$ cat config.mk
export PLATFORM = sky130hd
export DESIGN_NAME = pm_opstore
export DESIGN_NICKNAME = d
export VERILOG_FILES = /design/src/rtl/pm_pkg.sv /design/src/rtl/pm_opstore.sv
export SDC_FILE = /design/constraint.sdc
export NUM_CORES = 2
export LEC_CHECK = 0
export ABC_AREA = 1
export BUFFER_PORTS_ARGS = -buffer_cell sky130_fd_sc_hd__buf_2
export CAP_MARGIN = 20
export CORE_MARGIN = 3
export CORE_UTILIZATION = 60
export DETAILED_ROUTE_END_ITERATION = 10
export PLACE_DENSITY = 0.76
export SYNTH_ARGS = -nofsm -noshare
export SYNTH_HDL_FRONTEND = slang
export SYNTH_SLANG_ARGS = --single-unit
$ cat constraint.sdc
create_clock -name clk -period 10.9 [get_ports clk]
set_input_delay 1.09 -clock clk [delete_from_list [all_inputs] [get_ports clk]]
set_output_delay 1.09 -clock clk [all_outputs]
set_load 0.01 [all_outputs]
$ cat src/rtl/pm_pkg.sv
`timescale 1ns / 1ps
// ----------------------------------------------------------------------------
// pm_pkg
// Shared constants, types and control structs of the polynomial multiplier.
// ----------------------------------------------------------------------------
package pm_pkg;

  localparam int MAX_TERMS   = 32;
  localparam int COEFF_WIDTH = 32;
  localparam int PROD_TERMS  = 2 * MAX_TERMS - 1;

  localparam int IN_COEFF_W  = 32;
  localparam int OUT_COEFF_W = 32;
  localparam int OUT_DEG_W   = 6;

  localparam int IDX_W = (MAX_TERMS > 1) ? $clog2(MAX_TERMS) : 1;
  localparam int CNT_W = $clog2(MAX_TERMS + 1);
  localparam int DEG_W = $clog2(PROD_TERMS);

  typedef logic [COEFF_WIDTH-1:0] coeff_t;
  typedef logic [IDX_W-1:0]       idx_t;
  typedef logic [CNT_W-1:0]       cnt_t;
  typedef logic [DEG_W-1:0]       deg_t;

  // control token that travels alongside a multiply-accumulate operation
  typedef struct packed {
    logic valid;
    logic first;
    logic last;
    deg_t k;
  } mac_ctl_t;

  // completed convolution sum for one product degree
  typedef struct packed {
    logic   valid;
    deg_t   k;
    coeff_t sum;
  } mac_res_t;

endpackage

$ cat src/rtl/pm_opstore.sv
`timescale 1ns / 1ps
// ----------------------------------------------------------------------------
// pm_opstore
// Operand coefficient memories, one write port each, registered read data.
// ----------------------------------------------------------------------------
module pm_opstore
  import pm_pkg::*;
(
  input  logic   clk,
  input  logic   we_a,
  input  logic   we_b,
  input  idx_t   waddr,
  input  coeff_t wdata,
  input  idx_t   raddr_a,
  input  idx_t   raddr_b,
  output coeff_t rdata_a,
  output coeff_t rdata_b
);

  coeff_t mem_a [MAX_TERMS];
  coeff_t mem_b [MAX_TERMS];
  coeff_t rdata_a_r;
  coeff_t rdata_b_r;

  always_ff @(posedge clk) begin
    if (we_a) begin
      mem_a[waddr] <= wdata;
    end
    rdata_a_r <= mem_a[raddr_a];
  end

  always_ff @(posedge clk) begin
    if (we_b) begin
      mem_b[waddr] <= wdata;
    end
    rdata_b_r <= mem_b[raddr_b];
  end

  assign rdata_a = rdata_a_r;
  assign rdata_b = rdata_b_r;

endmodule

* Word level (Yosys, flattened, before mapping)
Memories as Yosys holds them, arrays and structs flattened. A register that Yosys moved wholly into a read port is not among the register bits. Cells that the tools add are included. W data, S select, Z words.
Word-level totals: logic and storage cells 6, bits in registers 0, bits of input ports 50, memories kept 2, RAM bits 2048, output and inout bits 64
Memory list:
- mem_a | depth 32, bits a word 32, read ports 1, clocked after memory_dff 1, wr ports 1, line pm_opstore.sv:20 | coeff_t mem_a [MAX_TERMS];
- mem_b | depth 32, bits a word 32, read ports 1, clocked after memory_dff 1, wr ports 1, line pm_opstore.sv:21 | coeff_t mem_b [MAX_TERMS];
Operators by class: muxes and demuxes 4
Operator list (count):
- $mux W1 | 4

* Longest topological paths before layout
word-level depth 2, mapped depth 12, depth with buffers taken out 9

* Worst setup path after synthesis
Ideal clock, no wire load.
kind in2reg, start in waddr[1], end mem mem_a[10][0] (netlist name) (enable), data required time 10.439 ns, library setup time 0.461 ns, arrival 3.815 ns, path slack 6.624 ns, buffers on the path 0, cell stages on the path 4, cell sequence inv_1 nor2_1 clkinv_1 nor3_1
RTL lines:
- start: declaration | line pm_opstore.sv:12 | input idx_t waddr,
- end: declaration | line pm_opstore.sv:20
Straight into the memory's write port.

==> flow_metrics.env <==
export IMPL_status="completed"
export IMPL_grt_ovfl_total=0
export IMPL_hold_viol_final=0
export IMPL_die_area_um2=146000
export IMPL_finalMaxSlewViolations=0
export IMPL_grt_pass1_vias=53060
export IMPL_dr_pass1_iters=8
export IMPL_drv_cap=0
export IMPL_multi_input_area_um2=19300
export IMPL_syn_cell_area_um2=84900
export IMPL_final_antenna_net_count=0
export IMPL_worstHoldEndpoint="rdata_b[9]$_DFF_P_"
export IMPL_numCtsBuffers=195
export IMPL_areaGrowthSynthToFinish_pct=8.82
export IMPL_cts_setup_buffers=0
export IMPL_path_clk_slew_ps=60
export IMPL_drtIter0Drc=8397
export IMPL_r2r_start="mem_b[5][20]$_DFFE_PP_"
export IMPL_syn_inst=7087
export IMPL_avgSynthCellArea_um2=12.0
export IMPL_ctsHtreeMaxLevel=4
export IMPL_stdcell_area_um2=92400
export IMPL_power_density_nw_per_um2=181
export IMPL_hold_buffers=0
export IMPL_rr_worst_depth=8
export IMPL_io_buffers=113
export IMPL_grt_first_pass_wirelength_um=329000
export IMPL_switching_power_mw=3.72
export IMPL_io_pins=114
export IMPL_synth_most_common_cell="nand2_1"
export IMPL_p_leak_nw=33.8
export IMPL_r2r_end="rdata_b[20]$_DFF_P_"
export IMPL_seq_area_um2=62800
export IMPL_wl_um=223000
export IMPL_ys_types=19
export IMPL_synth_edf_count=2048
export IMPL_drc=0
export IMPL_synth_top_area_cell="edfxtp_1"
export IMPL_crit_fanout=95
export IMPL_tightest_slew_ps=1160
export IMPL_ys_warn_count=0
export IMPL_whs_path_depth=8
export IMPL_post_route_util_pct=66.0
export IMPL_synth_main_ff_cell="edfxtp_1"
export IMPL_finalHoldWorstSlack_ps=757
export IMPL_critPathRequiredTime_ps=11640
export IMPL_synth_seq_cells=2112
export IMPL_max_vdd_ir_drop_v=0.000131
export IMPL_vias=55610
export IMPL_clock_sink_count=2112
export IMPL_min_period_ps=4220
export IMPL_synthTopCellsByCount="2897 x nand2_1, 2048 x edfxtp_1, 1538 x nand3_1, 157 x buf_2, 114 x buf_6"
export IMPL_critPathCaptureType="register"
export IMPL_power_mw=16.7
export IMPL_final_layout_size_suffix_gt1_share_pct=7.89
export IMPL_post_place_ws_ps=6020
export IMPL_hold_start="mem_b[2][9]$_DFFE_PP_"
export IMPL_cts_resized=0
export IMPL_stdcell_count=9133
export IMPL_async_flop_share_pct=0
export IMPL_timing_fmax_ghz=0.237
export IMPL_fp_coreArea_um2=140000
export IMPL_cts_path_max_buffers=3
export IMPL_root_buffer="clkbuf_16"
export IMPL_num_fill_cells=9610
export IMPL_grt_use_total_pct=30.2
export IMPL_rsz0062_at_grt="no"
export IMPL_gp_congestion=0.844
export IMPL_start_kind="input pin"
export IMPL_setup_viol=0
export IMPL_via_per_inst=6.09
export IMPL_clock_latency_ps=820
export IMPL_finalCritPeriodShare_pct=38.7
export IMPL_placed_cell_area_um2=86200
export IMPL_avgRoutedWirePerCell_um=24.4
export IMPL_rrSetupSlack_ps=9420
export IMPL_clock_skew_ps=27.5
export IMPL_hp_class="reg2reg"
export IMPL_dp_final_hpwl_um=110000
export IMPL_path_class="in2reg"
export IMPL_synth_area_leaders="edfxtp_1 72%, nand2_1 13%, nand3_1 9.1%, buf_6 1.5%, dfxtp_1 1.5%"
export IMPL_fin_nets=7138
export IMPL_p_clk_share_pct=39.2
export IMPL_cts_tree="built"
export IMPL_dieHeight_um=382
export IMPL_chipWidth_um=382
export IMPL_grt_max_degree=237
export IMPL_swShare_pct=22.3
export IMPL_maxSlewHeadroom_pct=22.4
export IMPL_arrival_ps=4960
export IMPL_p_int_mw=13.0
export IMPL_floorplan_initialDensity_pct=60.6
export IMPL_pwr_share_comb_pct=6.4
export IMPL_seqPwrFrac_pct=54.4
export IMPL_num_rows=137
export IMPL_fin_setup_tns_ps=0
export IMPL_synth_fp_nets=7137
export IMPL_fin_ws_ps=6680
export IMPL_placedCellCount=8767
export IMPL_ys_seq_area_share_pct=74.0
export IMPL_antenna_found_initial=14
export IMPL_synth_top_area_share_pct=72.5
[flip-flops by register name, indices dropped and copies added, names as in the netlist]
name and flops:
mem_b 1024, rdata_a 32, mem_a 1024, rdata_b 32
[kinds of logic after synthesis]
logic type	synth area share, %
buf+inv	3.78
flops	74.0
simple gates	22.3
[cell usage in the layout, fill, tap and decap left out, types with 3 or more instances in the layout]
master	n
buf_12	4
buf_2	107
buf_4	131
buf_8	4
bufinv_16	8
clkbuf_1	60
clkbuf_16	205
clkbuf_8	16
clkinv_1	49
clkinv_2	19
dfxtp_1	64
diode_2	9
edfxtp_1	2048
inv_1	11
inv_2	3
nand2_1	2897
nand3_1	1538
nor2_1	3
nor2_4	34
nor3_1	6
nor3_2	30
[metal layers]
layer,GRT usage [%],share of wire (%),up-vias
met5,0,0.023,-
met4,11.5,3.4,8
met1,43.0,37,26721
met3,7.53,14,442
li1,-,-,24705
met2,45.3,45,3734
[critical path: stages]
cell and delay (ps):
buf_8 480, buf_4 800, buf_4 820, buf_4 820, nand2_1 130, nand3_1 120, nand3_1 100, nand2_1 120
nand2_1 70, nand2_1 90, nand2_1 60, nand2_1 100
[power by group through the flow]
stage / clock network [mW] / registers, mW / logic, mW
floorplan: 0 / 9.24 / 0.623
global placement: 0 / 9.26 / 1.02
detailed placement: 0 / 9.26 / 1.04
CTS: 6.57 / 9.09 / 1.05
global route: 6.90 / 9.09 / 1.16
finish: 6.55 / 9.09 / 1.08
[how the worst max path moves through the flow]
stage,startpoint,end,slack [ps]
after global routing,raddr_b[0],rdata_b[12]$_DFF_P_,6510
after global placement,raddr_b[0],rdata_b[12]$_DFF_P_,6090
after CTS,raddr_b[0],rdata_b[12]$_DFF_P_,6870
after floorplan,waddr[1],mem_a[10][0]$_DFFE_PP_,6620
after detailed placement,raddr_b[0],rdata_b[12]$_DFF_P_,6020
final,raddr_b[0],rdata_b[12]$_DFF_P_,6680
[cell type report]
type,instances,area share [%]
antenna,9,0.0244
clock buffer,281,6.04
clock inverter,76,0.578
inverter,24,0.157
multi-input combinational,4509,20.9
sequential,2112,68.0
tap,1876,2.54
timing repair buffer,246,1.80
No activity file was read; power rests on OpenSTA's default activity.
