<file path="src/rtl/pm_pkg.sv">
`timescale 1ns / 1ps
// ----------------------------------------------------------------------------
// pm_pkg
// Shared constants, types and control structs of the polynomial multiplier.
// ----------------------------------------------------------------------------
package pm_pkg;

  localparam int MAX_TERMS   = 32;
  localparam int COEFF_WIDTH = 32;
  localparam int PROD_TERMS  = 2 * MAX_TERMS - 1;

  localparam int IN_COEFF_W  = 32;
  localparam int OUT_COEFF_W = 32;
  localparam int OUT_DEG_W   = 6;

  localparam int IDX_W = (MAX_TERMS > 1) ? $clog2(MAX_TERMS) : 1;
  localparam int CNT_W = $clog2(MAX_TERMS + 1);
  localparam int DEG_W = $clog2(PROD_TERMS);

  typedef logic [COEFF_WIDTH-1:0] coeff_t;
  typedef logic [IDX_W-1:0]       idx_t;
  typedef logic [CNT_W-1:0]       cnt_t;
  typedef logic [DEG_W-1:0]       deg_t;

  // control token that travels alongside a multiply-accumulate operation
  typedef struct packed {
    logic valid;
    logic first;
    logic last;
    deg_t k;
  } mac_ctl_t;

  // completed convolution sum for one product degree
  typedef struct packed {
    logic   valid;
    deg_t   k;
    coeff_t sum;
  } mac_res_t;

endpackage

</file>
<file path="src/rtl/pm_mac.sv">
`timescale 1ns / 1ps
// ----------------------------------------------------------------------------
// pm_mac
// Shared multiply-accumulate pipeline: memory read, multiply, accumulate.
// ----------------------------------------------------------------------------
module pm_mac
  import pm_pkg::*;
(
  input  logic     clk,
  input  logic     rst_n,
  input  mac_ctl_t issue,
  input  coeff_t   op_a,
  input  coeff_t   op_b,
  output mac_res_t res,
  output logic     busy
);

  mac_ctl_t ctl1_r;
  mac_ctl_t ctl2_r;
  coeff_t   prod_r;
  coeff_t   acc_r;
  coeff_t   acc_nxt;
  logic     done_r;
  deg_t     done_k_r;

  // ctl1 lines up with the registered operand read data
  always_ff @(posedge clk) begin
    ctl1_r.first <= issue.first;
    ctl1_r.last  <= issue.last;
    ctl1_r.k     <= issue.k;
    ctl2_r.first <= ctl1_r.first;
    ctl2_r.last  <= ctl1_r.last;
    ctl2_r.k     <= ctl1_r.k;
    prod_r       <= coeff_t'(op_a * op_b);  // low bits only: wraps modulo 2^width
    done_k_r     <= ctl2_r.k;
    if (!rst_n) begin
      ctl1_r.valid <= 1'b0;
      ctl2_r.valid <= 1'b0;
      done_r       <= 1'b0;
    end else begin
      ctl1_r.valid <= issue.valid;
      ctl2_r.valid <= ctl1_r.valid;
      done_r       <= ctl2_r.valid & ctl2_r.last;
    end
  end

  always_comb begin
    acc_nxt = acc_r;
    if (ctl2_r.valid) begin
      acc_nxt = ctl2_r.first ? prod_r : coeff_t'(acc_r + prod_r);
    end
  end

  always_ff @(posedge clk) begin
    acc_r <= acc_nxt;
  end

  assign res.valid = done_r;
  assign res.k     = done_k_r;
  assign res.sum   = acc_r;
  assign busy      = ctl1_r.valid | ctl2_r.valid | done_r;

endmodule

</file>
<file path="config.mk">
export PLATFORM = sky130hd
export DESIGN_NAME = pm_mac
export DESIGN_NICKNAME = d
export VERILOG_FILES = /design/src/rtl/pm_pkg.sv /design/src/rtl/pm_mac.sv
export SDC_FILE = /design/constraint.sdc
export NUM_CORES = 1
export LEC_CHECK = 0
export ABC_CLOCK_PERIOD_IN_PS = 9700
export BUFFER_PORTS_ARGS = -buffer_cell sky130_fd_sc_hd__buf_4
export CAP_MARGIN = 15
export CORE_MARGIN = 4
export CORE_UTILIZATION = 50
export DETAILED_ROUTE_END_ITERATION = 10
export PLACE_DENSITY = 0.68
export REMOVE_ABC_BUFFERS = 1
export SLEW_MARGIN = 20
export SYNTH_ARGS = -nofsm -noshare
export SYNTH_HDL_FRONTEND = slang
export SYNTH_SLANG_ARGS = --single-unit
</file>
<file path="constraint.sdc">
create_clock -name clk -period 9.7 [get_ports clk]
set_input_delay 0.97 -clock clk [delete_from_list [all_inputs] [get_ports clk]]
set_output_delay 0.97 -clock clk [all_outputs]
set_load 0.05 [all_outputs]
</file>
# [Word-level counts from Yosys, hierarchy flattened]
# Index checks and enable logic that the tools add are counted.
[word_totals] ff_bits=89 input_bits=75
[op_classes] n_addsub=1 multipliers=1 muxes=1 bitwise=3
[ops] cell="32-bit adder" count=1
[ops] cell="32-bit by 32-bit multiplier with 32-bit output" count=1
[ops] cell="32-bit 2-to-1 mux" count=1
[ops] cell="1-bit bitwise OR" count=2
[ops] cell="1-bit bitwise AND" count=1

# [Logic depth before layout (Yosys ltp)]
# Gate-level depths: netlist of the first run.
[logic_depth] word_depth=2 mapped_depth=28

# [Least setup slack after synthesis of the first run]
# OpenSTA, ideal clock, no wires.
[synth_timing] kind="in2reg" start="in op_b[2]" end="reg prod_r[31]" setup_ps=72 arrival_ps=7404 required_time_ps=9628 path_slack_ps=2224 cell_stages=26 path_cell_list="clkbuf_1 clkbuf_1 and2_1 fa_1 inv_1 fa_1 fa_1 fa_1 inv_1 fa_1 inv_1 fa_1 inv_1 fa_1 fa_1 ha_1 a21o_1 a21o_1 a21o_1 a21o_1 a21oi_1 o31a_4 a21oi_2 a41o_1 o22ai_2 xnor2_1"
[synth_between] elab_chain_len=1
[synth_lines] item="start, declared" line="pm_mac.sv:13" rtl="input coeff_t op_b,"
[synth_lines] item="32-bit by 32-bit multiplier with 32-bit output" line="pm_mac.sv:34" rtl="prod_r <= coeff_t'(op_a * op_b);"
[synth_lines] item="end signal, assigned" line="pm_mac.sv:34"
[synth_lines] item="end, declared" line="pm_mac.sv:20" rtl="coeff_t prod_r;"
# Every way passes these cells.
# A chain may end at the register's enable or synchronous reset.

# [Worst setup path after layout of the first run]
# Ends and elaborated chain as after synthesis.

==> results of run 1 <==
==> routing by layer <==
| layer | part of all wire, % | vias to the layer above |
|---|---|---|
| met1 | 46 | 6914 |
| met5 | 0 | - |
| met3 | 4.5 | 57 |
| met2 | 47 | 343 |
| li1 | - | 6364 |
| met4 | 2.4 | 0 |
==> worst reg2reg max path, delay by kind of cell (launching register included) <==
kind            cells  cell delay (ns)
compound gates      7             1.15
simple gates        2             0.62
fa+ha+maj           2             0.59
flops               1             0.38
xor+xnor            1             0.14
buf+inv             1             0.06
==> path summary, 6_finish.rpt <==
path,startpoint,endpoint,slack (ns)
hold / removal,ctl2_r[0],done_k_r[0],0.33
setup / recovery,op_b[2],prod_r[31],2.23
setup reg to reg,acc_r[0],acc_r[24],6.49
hold reg to reg,ctl2_r[0],done_k_r[0],0.33
==> stage by stage <==
stage / area [µm²] / util [%] / instances / setup slack, ns
floorplan: 19300 / - / 2013 / 2.52
global placement: 20800 / 53.7 / 2647 / 2.03
detailed placement: 20800 / 53.7 / 2647 / 1.87
CTS: 21100 / 54.5 / 2663 / 2.26
global route: 21100 / 54.5 / 2663 / 2.02
finish: 21100 / 54.5 / 2663 / 2.23
==> sequential cells by signal (all words and copies together), names as in the netlist <==
| signal | count |
|---|---|
| prod_r | 32 |
| acc_r | 32 |
| ctl1_r | 9 |
| done_k_r | 6 |
| done_r | 1 |
| ctl2_r | 9 |
==> cell families after synthesis <==
kind of cell / count (synthesis) / share of synthesized area, %
adders and majority gates: 563 / 51.5
buffers and inverters: 507 / 9.71
AOI/OAI and AO/OA: 180 / 6.23
xor gates and xnor gates: 116 / 5.17
and+or+nand+nor: 651 / 16.5
muxes: 4 / 0.223
DFF: 89 / 10.7
==> cells in the final DEF (no fill, tap or decap), drive strengths merged, types with 8 or more instances in the layout <==
master,instances
inv,410
nor2,27
a21o,32
o21ai,51
xnor2,79
nand3,8
edfxtp,32
nand2,306
a21oi,49
buf,116
clkbuf,14
fa,409
dfxtp,57
xor2,37
ha,154
and2,273
==> layout make-up <==
cell class / count / share of cell area, %
inverter: 410 / 7.30
multi-input combinational: 1514 / 74.1
clock buffer: 14 / 1.35
clock inverter: 2 / 0.0474
tap: 518 / 3.07
sequential: 89 / 9.97
timing repair buffer: 116 / 4.13
==> results.json, run 1 <==
{
  "fin_crit_ns": 7.47,
  "dp_hpwl_mm": 38.4,
  "ctsHoldBuffers": 0,
  "grt_pass1_wl_mm": 76.9,
  "synth.area.top_cells": "fa_1 (42%), ha_1 (9.8%), and2_1 (8.7%)",
  "drcViolationCount": 0,
  "clk_path_buf_depth": 2,
  "path_delay_family": "adder cells",
  "met3_usage_pct": 1.96,
  "grt_max_degree": 60,
  "whs_ns": 0.326,
  "crit_path_end_kind": "register",
  "syn_to_final_growth_pct": 7.37,
  "firstDrtPassIters": 5,
  "hold_path_depth": 0,
  "diodes": 0,
  "crit_buf_inv": 5,
  "grt_pass1_vias": 14900,
  "cts_tree": "done",
  "min_period_over_period_pct": 77.0,
  "seq_area_um2": 2100,
  "yosysUniqueCellTypes": 66,
  "yosysMostFrequentCell": "inv_1",
  "post_cts_buffers": 0,
  "worstPathRequired_ns": 9.91,
  "ant_nets": 0,
  "worst_r2r_path_depth": 13,
  "hold_viol": 0,
  "finalClockSkew_ns": 0.00854,
  "design.core.area_um2": 38700,
  "hold_class": "register to register",
  "use_met1_pct": 32.6,
  "gp_congestion": 0.912,
  "port_buffers": 114,
  "grtUsageMet2_pct": 37.3,
  "path_class": "primary input to register",
  "crit_path_top_delay_cell": "fa_1",
  "max_cap_violations": 0,
  "syn_area_um2": 19600,
  "fillers": 3502,
  "grt-busiest-layer": "met2",
  "worst_pin_slew_ns": 0.617,
  "synth_seq_cells": 89,
  "drive_gt1_share_pct": 7.27,
  "yosysWarnings": 0,
  "vias": 13700,
  "cts_sinks": 89,
  "netlist_instances": 2110,
  "ctsResizeCount": 0,
  "critPathMaxStageDelay_ns": 0.58,
  "drt_iter0_drc": 670,
  "rsz0062_at_grt": "false",
  "io_pins": 115,
  "syn_area_per_cell_um2": 9.31,
  "clock_latency_ns": 0.35,
  "fp.dieW_um": 206,
  "setup_tns_ns": 0,
  "rows": 72,
  "crit_top_cell": "fa_1",
  "numCtsBuffers": 9,
  "setup_viol": 0,
  "design.die.area_um2": 42500,
  "synth-edff-count": 32,
  "grt_overflow_total": 0,
  "wl_mm": 46.0,
  "slew_headroom_pct": 58.6,
  "fmax_mhz": 134,
  "initial_utilization_pct": 50.7,
  "status": "finished clean",
  "antenna_found_initial": 0,
  "root_buffer": "clkbuf_16",
  "worstPathArrival_ns": 7.68,
  "synthTopCellsByCount": "inv_1 (410), fa_1 (409), nand2_1 (306), and2_1 (273), ha_1 (154)",
  "async_flop_share_pct": 0,
  "ys_seq_area_share_pct": 10.7,
  "cp_max_fo": 30,
  "slew_violations": 0,
  "crit_cells": 25,
  "wl_per_cell_um": 17.3,
  "final_nets": 2778,
  "path_clk_slew_ns": 0.06,
  "synthFlopType": "dfxtp_1",
  "grtUsageTotal_pct": 22.8,
  "multi_input_area_um2": 15600,
  "yosys.area.top_type": "fa_1",
  "synth_top_area_share_pct": 41.7,
  "die_height_um": 206,
  "routed_via_density": 5.14,
  "ctsHtreeMaxLevel": 3,
  "startpoint_type": "primary input"
}
Power of run 1 is left out: the tool's default activity adds up to more than one toggle a clock period on the data nets, which glitch-free logic cannot reach.
==> run 2, diff against run 1 <==
--- a/config.mk
+++ b/config.mk
@@ -5,7 +5,7 @@
 export SDC_FILE = /design/constraint.sdc
 export NUM_CORES = 1
 export LEC_CHECK = 0
-export ABC_CLOCK_PERIOD_IN_PS = 9700
+export ABC_CLOCK_PERIOD_IN_PS = 7200
 export BUFFER_PORTS_ARGS = -buffer_cell sky130_fd_sc_hd__buf_4
 export CAP_MARGIN = 15
 export CORE_MARGIN = 4
==> constraint.sdc (replaced) <==
create_clock -name clk -period 7.2 [get_ports clk]
set_input_delay 0.72 -clock clk [delete_from_list [all_inputs] [get_ports clk]]
set_output_delay 0.72 -clock clk [all_outputs]
set_load 0.05 [all_outputs]
==> results.json, run 2 (synthesized netlist as in run 1, its figures left out) <==
{
  "status": "finished clean",
  "hold_viol": 0,
  "grt-busiest-layer": "met2",
  "crit_path_top_delay_cell": "fa_1",
  "wl_mm": 49.0,
  "cts_tree": "done",
  "grtUsageTotal_pct": 24.1,
  "ctsResizeCount": 0,
  "vias": 14200,
  "met3_usage_pct": 3.69,
  "antenna_found_initial": 0,
  "ctsHtreeMaxLevel": 3,
  "grtUsageMet2_pct": 37.6,
  "ant_nets": 0,
  "startpoint_type": "primary input",
  "hold_class": "register to register",
  "final_nets": 2849,
  "cts_sinks": 89,
  "reg_top3": "acc_r (32), prod_r (32)",
  "worst_pin_slew_ns": 0.537,
  "root_buffer": "clkbuf_16",
  "initial_utilization_pct": 50.7,
  "fp.dieW_um": 206,
  "fin_crit_ns": 7.00,
  "fmax_mhz": 143,
  "wl_per_cell_um": 17.9,
  "gp_congestion": 0.964,
  "port_buffers": 114,
  "firstDrtPassIters": 5,
  "path_class": "primary input to register",
  "final_cell_mix": "inv_1 (410), fa_1 (409), nand2_1 (306)",
  "finalCoreUtilization_pct": 56.0,
  "finalClockSkew_ns": 0.00560,
  "drcViolationCount": 0,
  "design.die.area_um2": 42500,
  "io_pins": 115,
  "cp_max_fo": 5,
  "diodes": 0,
  "setup_tns_ns": 0,
  "place_inst": 2718,
  "worstPathRequired_ns": 7.48,
  "drive_gt1_share_pct": 10.3,
  "fillers": 3470,
  "clk_path_buf_depth": 2,
  "ctsHoldBuffers": 0,
  "critPathMaxStageDelay_ns": 0.57,
  "min_period_over_period_pct": 97.2,
  "path_clk_slew_ns": 0.06,
  "seq_area_um2": 2100,
  "crit_top_cell": "fa_1",
  "grt_pass1_wl_mm": 80.5,
  "grt_max_degree": 60,
  "die_height_um": 206,
  "dp_hpwl_mm": 41.8,
  "slew_violations": 0,
  "clock_latency_ns": 0.35,
  "use_met1_pct": 35.5,
  "crit_path_end_kind": "register",
  "multi_input_area_um2": 15600,
  "drt_iter0_drc": 722,
  "slew_headroom_pct": 64.2,
  "worstPathArrival_ns": 7.28,
  "max_cap_violations": 0,
  "ff2ff_setup_slack_ns": 3.92,
  "rows": 72,
  "routed_via_density": 5.19,
  "syn_to_final_growth_pct": 10.5,
  "final_common_cell": "inv_1",
  "grt_pass1_vias": 15200,
  "grt_overflow_total": 0,
  "fin_cells": 2734,
  "numCtsBuffers": 9,
  "setup_viol": 0,
  "post_cts_buffers": 0,
  "design.core.area_um2": 38700
}
run 2: worst max-delay path, delay by kind of cell:
| kind | cells | cell delay, ns |
|---|---|---|
| AOI/OAI and AO/OA | 9 | 1.58 |
| adders and majority gates | 9 | 4.30 |
| buffers and inverters | 5 | 0.39 |
| xor gates and xnor gates | 1 | 0.13 |
| and+or+nand+nor | 1 | 0.15 |
run 2: layout make-up:
class | count | share of cell area, %
clock buffers | 9 | 1.04
clock inverters | 7 | 0.352
inverters | 410 | 7.09
multi-input cells | 1514 | 72.1
flip-flops and latches | 89 | 9.69
well taps | 518 | 2.99
repair buffers | 187 | 6.76
run 2: worst paths after layout:
check | startpoint | to | depth (start not counted)
setup / recovery | op_a[13] | prod_r[31] | 25
hold / removal | ctl2_r[1] | done_k_r[1] | 0
setup reg to reg | acc_r[0] | acc_r[24] | 13
hold reg to reg | ctl2_r[1] | done_k_r[1] | 0
run 2: per-stage QoR:
step / setup WS (ns) / instance area (µm²) / hold WS, ns
6_report: 0.204 / 21700 / 0.326
5_1_grt: -0.0118 / 21700 / 0.335
4_1_cts: 0.208 / 21700 / 0.327
3_5_place_dp: -0.142 / 21400 / 0.312
3_3_place_gp: -0.0737 / 21400 / 0.310
2_1_floorplan: 0.267 / 19300 / 0.310
run 2: routing by layer:
layer / vias to the layer above / part of all wire, %
li1: 6519 / -
met1: 7144 / 46
met2: 466 / 45
met3: 63 / 6.8
met4: 0 / 2.3
met5: - / 0
Power of run 2 is left out for the same reason.
